## src/hdl/scc_pkg.sv

```systemverilog
// Shared types and constants for the seam cumulative cost block.
// No dependencies; every other file in hdl/ imports this package.
package scc_pkg;

   localparam int MAX_WIDTH    = 2048;
   localparam int MAX_HEIGHT   = 4096;
   localparam int COL_W        = $clog2(MAX_WIDTH);
   localparam int ROW_W        = $clog2(MAX_HEIGHT);
   localparam int WIDTH_REG_W  = 12;
   localparam int HEIGHT_REG_W = 13;
   localparam int CSR_DATA_W   = HEIGHT_REG_W;
   localparam int CSR_INDEX_W  = 1;
   localparam int ENERGY_W     = 8;
   localparam int COST_W       = 20;

   localparam logic [COST_W-1:0] COST_MAX = {COST_W{1'b1}};

   typedef enum logic [CSR_INDEX_W-1:0] {
      REG_IMAGE_WIDTH  = 1'b0,
      REG_IMAGE_HEIGHT = 1'b1
   } reg_index_type;

   // Position of one pixel in the frame, as seen when it is taken in.
   typedef struct packed {
      logic [COL_W-1:0] col;
      logic             first;
      logic             last;
      logic             rend;
   } pos_type;

endpackage

```

## src/hdl/scc_cost_unit.sv

```systemverilog
// Picks the cheapest of up to three parents (leftmost wins on a tie) and adds
// the pixel energy with saturation. Purely combinational. Depends on scc_pkg.
module scc_cost_unit (
   input  logic [scc_pkg::ENERGY_W-1:0]  energy,
   input  scc_pkg::pos_type              pos,
   input  logic [scc_pkg::COST_W-1:0]    left_cost,
   input  logic [scc_pkg::COST_W-1:0]    centre_cost,
   input  logic [scc_pkg::COST_W-1:0]    right_cost,
   output logic [scc_pkg::COST_W-1:0]    cum_cost,
   output logic [scc_pkg::COL_W-1:0]     parent_column
);
   import scc_pkg::*;

   logic [COST_W-1:0] best;
   logic [COL_W-1:0]  parent;
   logic [COST_W:0]   sum;

   always_comb begin
      if (pos.col != '0) begin
         best   = left_cost;
         parent = pos.col - COL_W'(1);
         if (centre_cost < best) begin
            best   = centre_cost;
            parent = pos.col;
         end
      end else begin
         best   = centre_cost;
         parent = pos.col;
      end
      // A right neighbour exists exactly when this is not the row's last pixel.
      if (!pos.rend && (right_cost < best)) begin
         best   = right_cost;
         parent = pos.col + COL_W'(1);
      end
      sum = {1'b0, best} + (COST_W+1)'(energy);
      if (pos.first) begin
         cum_cost      = COST_W'(energy);
         parent_column = '0;
      end else begin
         cum_cost      = sum[COST_W] ? COST_MAX : sum[COST_W-1:0];
         parent_column = parent;
      end
   end

endmodule

```

## config.mk

```make
export PLATFORM = sky130hd
export DESIGN_NAME = scc_cost_unit
export DESIGN_NICKNAME = d
export VERILOG_FILES = /design/src/hdl/scc_pkg.sv /design/src/hdl/scc_cost_unit.sv
export SDC_FILE = /design/constraint.sdc
export NUM_CORES = 1
export LEC_CHECK = 0
export BUFFER_PORTS_ARGS = -buffer_cell sky130_fd_sc_hd__buf_4
export CORE_UTILIZATION = 48
export DETAILED_ROUTE_END_ITERATION = 8
export GPL_TIMING_DRIVEN = 0
export PLACE_DENSITY_LB_ADDON = 0.05
export SYNTH_ARGS = -nofsm -noshare
export SYNTH_HDL_FRONTEND = slang
export SYNTH_SLANG_ARGS = --single-unit
```

## constraint.sdc

```tcl
create_clock -name vclk -period 11.2
set_input_delay 2.24 -clock vclk [all_inputs]
set_output_delay 2.24 -clock vclk [all_outputs]
set_load 0.01 [all_outputs]
```

==> results.cfg <==
[floorplanning]
start_util_pct = 49.6
total_die_area_um2 = 6860
die_y_um = 82.8
design.core.area_um2 = 6310
dieWidth_um = 82.8
top_level_ports = 113
std_cell_rows = 29

[grt]
grt.total_usage_pct = 30.1
antenna_violations_before_repair = 0
grt_pass1_vias = 3690
grt.overflow.total = 0
global_route_wire_length_before_repair_mm = 17.5
grt_start_max_net_pins = 11

[synth]
synthesis.area_per_instance_um2 = 6.71
synth_sequential_area_ratio_pct = 0
synth.top_cell.area_share_pct = 19.2
mappedNetlistNets = 598
ys_top_cells_by_area = ha_1 19%, a21oi_1 7.8%, nor2_1 5.1%
netlist_area_um2 = 3130
synthesized_instance_count = 467
synth.largest_area_cell = ha_1
synth-warning-count = 0
synth.lib_cells_used.distinct = 67

[setup_path]
crit_type = in2out
cp.required_ns = 8.96
crit_slowest_cell = or4_1
cp_slowest_stage_delay_ns = 0.59
timing.critical_path.fanout_max = 10
crit_path_start_kind = input pin
critical_path.endpoint_type = output port
critPathArrivalTime_ns = 8.75

[cells_and_area]
flow.area_growth_from_synthesis_pct = 38.8
register_area_um2 = 0
stdcell_count = 661
clock_buffer_count = 0
num_antenna_cells = 0
multi_input_area_um2 = 3120
seq_cell_count = 0
n_fill_cell = 575
layout.core_utilization_pct = 68.9
drive_above_1_share_pct = 30.5
num-nets-final = 717

[sta]
clock.fmax_mhz = 91.0
final.period_utilization_pct = 98.1
slew_violations = 0
worst_slew_margin_rel_pct = 48.1
min_period_ns = 10.99
setup_viol = 0
final-hold-violation-count = 0
worst_slew_pin_slew_ns = 0.779

[worst_hold_path]
type_of_the_most_critical_hold_path = in2out
hold_depth = 3

[pwr]
switching_pwr_mw = 0.166
ir_drop_uv = 65.0
power_density_relative_to_cell_area_nw_per_um2 = 70.0
combPwrFrac_pct = 100.0
power_leakage_nw = 2.02
seqPwrFrac_pct = 0
totalPowerFinal_mw = 0.304
switching_share_pct = 54.6
clock_power_share_pct = 0
p_int_mw = 0.138

[place]
portBuffers = 112
detailed_placer_s_ending_hpwl_mm = 8.71
numPlacedInstances = 656
gp_congestion = 0.920

[route]
postRouteWirelength_mm = 11.4
route.detailed.drc = 0
drt_pre_antenna_iters = 5
drt-wirelength-per-cell_um = 17.2
detailroute.via_count = 4220
drtAntennaViolNets = 0
violation_count_after_the_first_detailed_route_iteration = 332
route.detailed.vias_per_inst = 6.38

[status]
outcome = finished clean

[clock_network]
hold_buffers = 0

[job]
maxCapViolations = 0
-- layout make-up --
type	instances	area share [%]
well taps	77	2.22
inverters	31	2.68
multi-input cells	415	71.7
plain buffers	19	2.91
repair buffers	119	20.5
-- cells in the final DEF, fill, tap and decap left out, types with 5 or more instances in the layout --
master	instances
buf_4	122
nand2_1	33
o21a_1	7
nor2_1	43
a31oi_1	5
a21oi_1	43
xnor2_1	16
nand4_1	11
nor3_1	26
a31oi_2	8
o211ai_1	5
a21oi_2	6
nor2b_1	6
a211oi_1	6
clkbuf_1	5
nor4_1	5
a2bb2oi_1	7
xor2_1	6
ha_1	47
or3_1	9
inv_1	30
mux2i_1	6
nand3_1	20
o21ai_0	10
a21o_1	11
and3_1	7
-- synth_stat cells (4+ instances only) --
cell	n
nor2_1	43
a21o_1	11
and3_1	7
a21oi_1	49
ha_1	48
a31oi_2	8
a2bb2oi_1	8
nand2b_1	4
buf_2	4
o21ai_0	12
or3_1	9
nand4_1	11
o21bai_1	4
a31oi_1	5
xnor2_1	16
nand3_1	20
xor2_1	6
o211ai_1	5
mux2i_1	6
nand2_1	35
o21a_1	7
nor4_1	7
nor3_1	29
clkbuf_1	12
inv_1	30
and4_1	5
a211oi_1	6
nor2b_1	6
-- power by group through the flow --
stage / clock [mW] / combinational [mW] / sequential, mW
CTS: 0 / 0.276 / 0
global placement: 0 / 0.257 / 0
floorplan: 0 / 0.167 / 0
finish: 0 / 0.304 / 0
detailed placement: 0 / 0.263 / 0
global route: 0 / 0.328 / 0
-- repair_timing --
action	in CTS	in global routing
setup endpoints to repair	20	20
pin swaps	4	5
buffers inserted	3	4
gates resized for setup	27	32
-- logic make-up (layout without fill, tap and decap cells) --
family | count (synthesis) | in the layout | synth area share (%)
XOR/XNOR | 22 | 22 | 6.15
multiplexers | 12 | 12 | 4.19
AO/OA/AOI/OAI | 142 | 142 | 32.2
adder cells (fa/ha/maj) | 49 | 49 | 19.8
buffers and inverters | 52 | 169 | 6.75
AND/OR/NAND/NOR | 190 | 190 | 30.9
-- metal layers --
metal	track usage, %	up-vias	part of all wire [%]	wire length (um)
li1	-	2005	-	-
met1	42.0	1959	43	4940
met2	51.0	232	47	5340
met3	1.49	24	7.3	833
met4	6.74	0	2.5	281
met5	0	-	0	0
-- through the flow --
step                area [um2]  hold WS, ns  setup slack (ns)  setup TNS [ns]
floorplan                 3130         4.58             0.283               0
global placement          4070         4.80             -1.58          -27.79
detailed placement        4070         4.81             -1.68          -29.27
CTS                       4170         4.81           0.00350               0
global route              4350         4.84           -0.0233         -0.0812
finish                    4350         4.81             0.209               0
-- path summary, 6_finish.rpt --
path | startpoint | slack, ns | to
max | left_cost[3] | 0.21 | cum_cost[14]
min | energy[6] | 4.81 | cum_cost[6]
-- critical path, delay by kind of cell --
| family | cells | cell delay, ns |
|---|---|---|
| adders and majority gates | 4 | 0.96 |
| AOI/OAI and AO/OA | 10 | 2.17 |
| muxes | 1 | 0.36 |
| buffers and inverters | 8 | 1.03 |
| and+or+nand+nor | 11 | 1.96 |
Power figures use the tool's default switching activity.
