## src/hdl/scc_pkg.sv

```systemverilog
// Shared types and constants for the seam cumulative cost block.
// No dependencies; every other file in hdl/ imports this package.
package scc_pkg;

   localparam int MAX_WIDTH    = 2048;
   localparam int MAX_HEIGHT   = 4096;
   localparam int COL_W        = $clog2(MAX_WIDTH);
   localparam int ROW_W        = $clog2(MAX_HEIGHT);
   localparam int WIDTH_REG_W  = 12;
   localparam int HEIGHT_REG_W = 13;
   localparam int CSR_DATA_W   = HEIGHT_REG_W;
   localparam int CSR_INDEX_W  = 1;
   localparam int ENERGY_W     = 8;
   localparam int COST_W       = 20;

   localparam logic [COST_W-1:0] COST_MAX = {COST_W{1'b1}};

   typedef enum logic [CSR_INDEX_W-1:0] {
      REG_IMAGE_WIDTH  = 1'b0,
      REG_IMAGE_HEIGHT = 1'b1
   } reg_index_type;

   // Position of one pixel in the frame, as seen when it is taken in.
   typedef struct packed {
      logic [COL_W-1:0] col;
      logic             first;
      logic             last;
      logic             rend;
   } pos_type;

endpackage

```

## src/hdl/scc_scan_ctrl.sv

```systemverilog
// Size registers and raster counters: yields the position and row flags of
// the pixel about to be taken in. Depends on scc_pkg.
module scc_scan_ctrl (
   input  logic                               clock,
   input  logic                               reset,
   input  logic                               csr_write,
   input  logic [scc_pkg::CSR_INDEX_W-1:0]    csr_index,
   input  logic [scc_pkg::CSR_DATA_W-1:0]     csr_data,
   input  logic                               advance,
   output scc_pkg::pos_type                   pos
);
   import scc_pkg::*;

   logic [WIDTH_REG_W-1:0]  image_width_ff;
   logic [HEIGHT_REG_W-1:0] image_height_ff;
   logic [COL_W-1:0]        col_ff;
   logic [COL_W-1:0]        col_in;
   logic [ROW_W-1:0]        row_ff;
   logic [ROW_W-1:0]        row_in;
   logic [COL_W:0]          width_eff;
   logic [ROW_W:0]          height_eff;
   logic                    last_row;
   logic                    row_end;

   always_ff @(posedge clock) begin
      if (reset) begin
         image_width_ff  <= WIDTH_REG_W'(MAX_WIDTH);
         image_height_ff <= HEIGHT_REG_W'(MAX_HEIGHT);
      end else if (csr_write) begin
         case (reg_index_type'(csr_index))
            REG_IMAGE_WIDTH: begin
               image_width_ff <= csr_data[WIDTH_REG_W-1:0];
            end
            REG_IMAGE_HEIGHT: begin
               image_height_ff <= csr_data[HEIGHT_REG_W-1:0];
            end
            default: begin
            end
         endcase
      end
   end

   // A size of zero counts as one, a size beyond the buffer as the maximum.
   always_comb begin
      if (image_width_ff == '0) begin
         width_eff = (COL_W+1)'(1);
      end else if (image_width_ff > WIDTH_REG_W'(MAX_WIDTH)) begin
         width_eff = (COL_W+1)'(MAX_WIDTH);
      end else begin
         width_eff = (COL_W+1)'(image_width_ff);
      end
      if (image_height_ff == '0) begin
         height_eff = (ROW_W+1)'(1);
      end else if (image_height_ff > HEIGHT_REG_W'(MAX_HEIGHT)) begin
         height_eff = (ROW_W+1)'(MAX_HEIGHT);
      end else begin
         height_eff = (ROW_W+1)'(image_height_ff);
      end
   end

   always_comb begin
      row_end  = ({1'b0, col_ff} + (COL_W+1)'(1)) >= width_eff;
      last_row = ({1'b0, row_ff} + (ROW_W+1)'(1)) >= height_eff;
      if (row_end) begin
         col_in = '0;
         row_in = last_row ? '0 : row_ff + ROW_W'(1);
      end else begin
         col_in = col_ff + COL_W'(1);
         row_in = row_ff;
      end
      pos.col   = col_ff;
      pos.first = (row_ff == '0);
      pos.last  = last_row;
      pos.rend  = row_end;
   end

   always_ff @(posedge clock) begin
      if (reset) begin
         col_ff <= '0;
         row_ff <= '0;
      end else if (advance) begin
         col_ff <= col_in;
         row_ff <= row_in;
      end
   end

endmodule

```

## config.mk

```make
export PLATFORM = sky130hd
export DESIGN_NAME = scc_scan_ctrl
export DESIGN_NICKNAME = d
export VERILOG_FILES = /design/src/hdl/scc_pkg.sv /design/src/hdl/scc_scan_ctrl.sv
export SDC_FILE = /design/constraint.sdc
export NUM_CORES = 1
export LEC_CHECK = 0
export ABC_CLOCK_PERIOD_IN_PS = 6250
export BUFFER_PORTS_ARGS = -buffer_cell sky130_fd_sc_hd__buf_4
export CAP_MARGIN = 20
export CORE_ASPECT_RATIO = 1.25
export CORE_MARGIN = 8
export CORE_UTILIZATION = 50
export DETAILED_ROUTE_END_ITERATION = 7
export GPL_ROUTABILITY_DRIVEN = 0
export PLACE_DENSITY_LB_ADDON = 0.1
export SYNTH_ARGS = -nofsm -noshare
export SYNTH_HDL_FRONTEND = slang
export SYNTH_SLANG_ARGS = --single-unit
```

## constraint.sdc

```tcl
create_clock -name clock -period 6.25 [get_ports clock]
set_input_delay 0.625 -clock clock [delete_from_list [all_inputs] [get_ports clock]]
set_output_delay 0.625 -clock clock [all_outputs]
set_load 0.1 [all_outputs]
```

==> results.py <==
metrics = {
    "synthesis": {
        "synth_top_area_share_pct": 32.9,
        "syn_area_sq_mm": 0.00292,
        "synth_compound_gate_area_share_pct": 18.8,
        "synth_top_family_by_area": "simple AND/OR/NAND/NOR gates",
        "synth_area_per_cell_sq_um": 8.06,
        "yosys.area_share.simple_pct": 27.1,
        "dominantRegCellSynth": "dfxtp_1",
        "syn_nets": 408,
        "ys_async_sr_fraction_pct": 0,
        "synth_seq_cells": 48,
        "ys_seq_area_share_pct": 32.9,
        "synthMuxAreaShare_pct": 0,
        "synth.area.top_cells": "dfxtp_1 33%, ha_1 12%, nand2_1 12%, a21oi_1 5.8%, xnor2_1 3.0%",
        "synthAdderAreaFrac_pct": 12.0,
        "synthXorXnorAreaFrac_pct": 5.10,
        "synth_cells": 362,
        "synth_warnings": 0,
        "synthDistinctLibCells": 47,
        "synth-edff-count": 0,
        "synth_area_leader_cell": "dfxtp_1",
    },
    "die": {
        "die-area_sq_mm": 0.00855,
        "start_util_pct": 51.2,
        "die_h_um": 101,
        "std_cell_rows": 31,
        "die_w_um": 84.3,
        "io_pins": 32,
        "core_area_sq_mm": 0.00570,
    },
    "power_and_ir_drop": {
        "design_power_total_mw": 0.610,
        "leakagePower_nw": 1.31,
        "netSwitchingPower_mw": 0.173,
        "power_density_mw_per_mm2": 188,
        "clkPwrFrac_pct": 31.3,
        "pwr-share-seq_pct": 52.9,
        "power_frac_comb_pct": 15.8,
        "switching_share_pct": 28.4,
        "p_int_mw": 0.437,
        "peakVddDrop_mv": 0.0867,
    },
    "cts": {
        "cts-root-buf": "clkbuf_8",
        "postCtsSetupBuffers": 0,
        "cts_buffer_depth": 2,
        "htree_levels": 2,
        "cts_resized": 0,
        "clk_pin_slew_worst_paths_ns": 0.09,
        "clk_latency_ns": 0.30,
        "cts.sinks": 48,
        "numCtsBuffers": 5,
        "cts_tree": "yes",
        "ctsHoldBuffers": 0,
    },
    "hold_path": {
        "hold_start": "image_width_ff[0]",
        "whs_path_depth": 2,
        "min_path_type": "register to register",
        "worstHoldEndpoint": "image_width_ff[0]",
    },
    "placed_design": {
        "port_buffers": 31,
        "dp_cells": 442,
        "dp_hpwl_um": 5430,
        "preCtsSetupSlack_ns": 2.33,
    },
    "global_route": {
        "grt_pass1_vias": 2637,
        "track_usage_pct": 16.4,
        "grt_pass1_wl_um": 11700,
        "grt_overflow": 0,
        "grt_antenna_before_repair": 0,
        "grt_max_degree": 32,
    },
    "detailed_routing": {
        "drtPass1Iterations": 4,
        "drc_errors": 0,
        "drt_iter0_markers": 131,
        "viasPerCell": 5.85,
        "wire_per_inst_um": 15.6,
        "ant_nets": 0,
        "vias": 2633,
        "drt-total-wl_um": 7010,
    },
    "timing": {
        "worst_pin_slew_ns": 0.829,
        "fin_setup_tns_ns": 0,
        "finClkSkew_ns": 0.0106,
        "rsz0062_at_grt": "no",
        "fin_hold_ws_ns": 0.464,
        "setup_ws_ns": 1.98,
        "finalSetupViolCount": 0,
        "hold_viol_final": 0,
        "max_freq_mhz": 234,
        "period_needed_ns": 4.27,
        "min_period_over_period_pct": 68.3,
        "relSlewSlack_pct": 44.5,
        "slew_violations": 0,
    },
    "finish": {
        "instances_no_fill": 450,
        "antenna_cells": 0,
        "areaGrowthSynthToFinish_pct": 11.3,
        "finalNetCount": 429,
        "nFillCells": 546,
        "final_cell_mix": "93 x nand2_1, 48 x dfxtp_1, 34 x a21oi_1",
        "drive_above_1_share_pct": 13.8,
        "final_common_cell": "nand2_1",
    },
    "flow_run": {
        "cap_violations": 0,
    },
    "critical_path": {
        "r2r_start": "col_ff[0]",
        "reg2regPathDepth": 12,
        "path_max_fanout": 8,
        "crit_arrival_ns": 3.65,
        "critPathRequiredTime_ns": 5.62,
        "ff2ff_setup_slack_ns": 2.71,
        "path_class": "register to primary output",
        "critPathCaptureType": "primary output",
        "critPathLaunchType": "register",
        "reg2reg_to": "col_ff[0]",
    },
    "outcome": {
        "status": "complete, no violations",
    },
}
[area by class of cell]
| type | count | area (sq um) | share of cell area [%] |
|---|---|---|---|
| clock buffers | 8 | 90.1 | 2.77 |
| inverters | 11 | 43.8 | 1.35 |
| multi-input cells | 286 | 1840 | 56.6 |
| flip-flops and latches | 48 | 961 | 29.6 |
| well taps | 66 | 82.6 | 2.54 |
| repair buffers | 31 | 233 | 7.16 |
[critical path, stage by stage (launching register included)]
cell     delay, ns
dfxtp_1       0.45
ha_1          0.29
nand3_1       0.18
nor3_2        0.37
nand3_1       0.22
xnor2_1       0.17
ha_1          0.30
nand4_1       0.17
a21oi_1       0.65
nor3_4        0.15
inv_4         0.11
buf_4         0.29
[worst max-delay path by stage]
stage	start	endpoint	slack, ns	depth (start not counted)
2_1_floorplan	row_ff[0]	pos[2]	1.99	5
3_3_place_gp	row_ff[0]	pos[1]	2.28	11
3_5_place_dp	row_ff[0]	pos[1]	2.33	11
4_1_cts	row_ff[0]	pos[1]	1.97	11
5_1_grt	col_ff[0]	pos[0]	1.67	11
6_report	row_ff[0]	pos[1]	1.98	11
[power groups by stage]
| stage | combinational [mW] | clock (mW) | sequential (mW) |
|---|---|---|---|
| after global placement | 0.0956 | 0 | 0.330 |
| after global routing | 0.106 | 0.206 | 0.324 |
| after floorplan | 0.0649 | 0 | 0.335 |
| after CTS | 0.0970 | 0.197 | 0.323 |
| after detailed placement | 0.0967 | 0 | 0.330 |
| final | 0.0967 | 0.191 | 0.323 |
[synthesized netlist by cell type, drive strengths merged (7+ instances only)]
library cell and n:
a21oi 35, clkbuf 13, a32o 9, xor2 7
nand2 93, xnor2 10, inv 11, dfxtp 48
ha 28, nand3 15, nor4 11, nor2 12
o311ai 7
[kinds of logic after synthesis]
family,after synthesis
AND/OR/NAND/NOR,163
AO/OA/AOI/OAI,78
flip-flops,48
buffers and inverters,28
adder cells (fa/ha/maj),28
XOR/XNOR,17
[state kept, by name (all words and copies together) (netlist names)]
| register | flops |
|---|---|
| image_width_ff | 12 |
| row_ff | 12 |
| col_ff | 11 |
| image_height_ff | 13 |
[stage by stage]
| stage | cell area [sq um] | util, % |
|---|---|---|
| 6_report | 3250 | 57.0 |
| 3_3_place_gp | 3160 | 55.4 |
| 3_5_place_dp | 3160 | 55.4 |
| 2_1_floorplan | 2920 | - |
| 5_1_grt | 3250 | 57.0 |
| 4_1_cts | 3250 | 57.0 |
[routing by layer]
layer / global-route usage (%) / up-vias / share of wire (%)
li1: - / 1345 / -
met1: 18.3 / 1220 / 43
met2: 29.6 / 48 / 52
met3: 2.41 / 20 / 2.0
met4: 8.64 / 0 / 3.2
met5: 0 / - / 0
(Power assumes the default switching activity.)
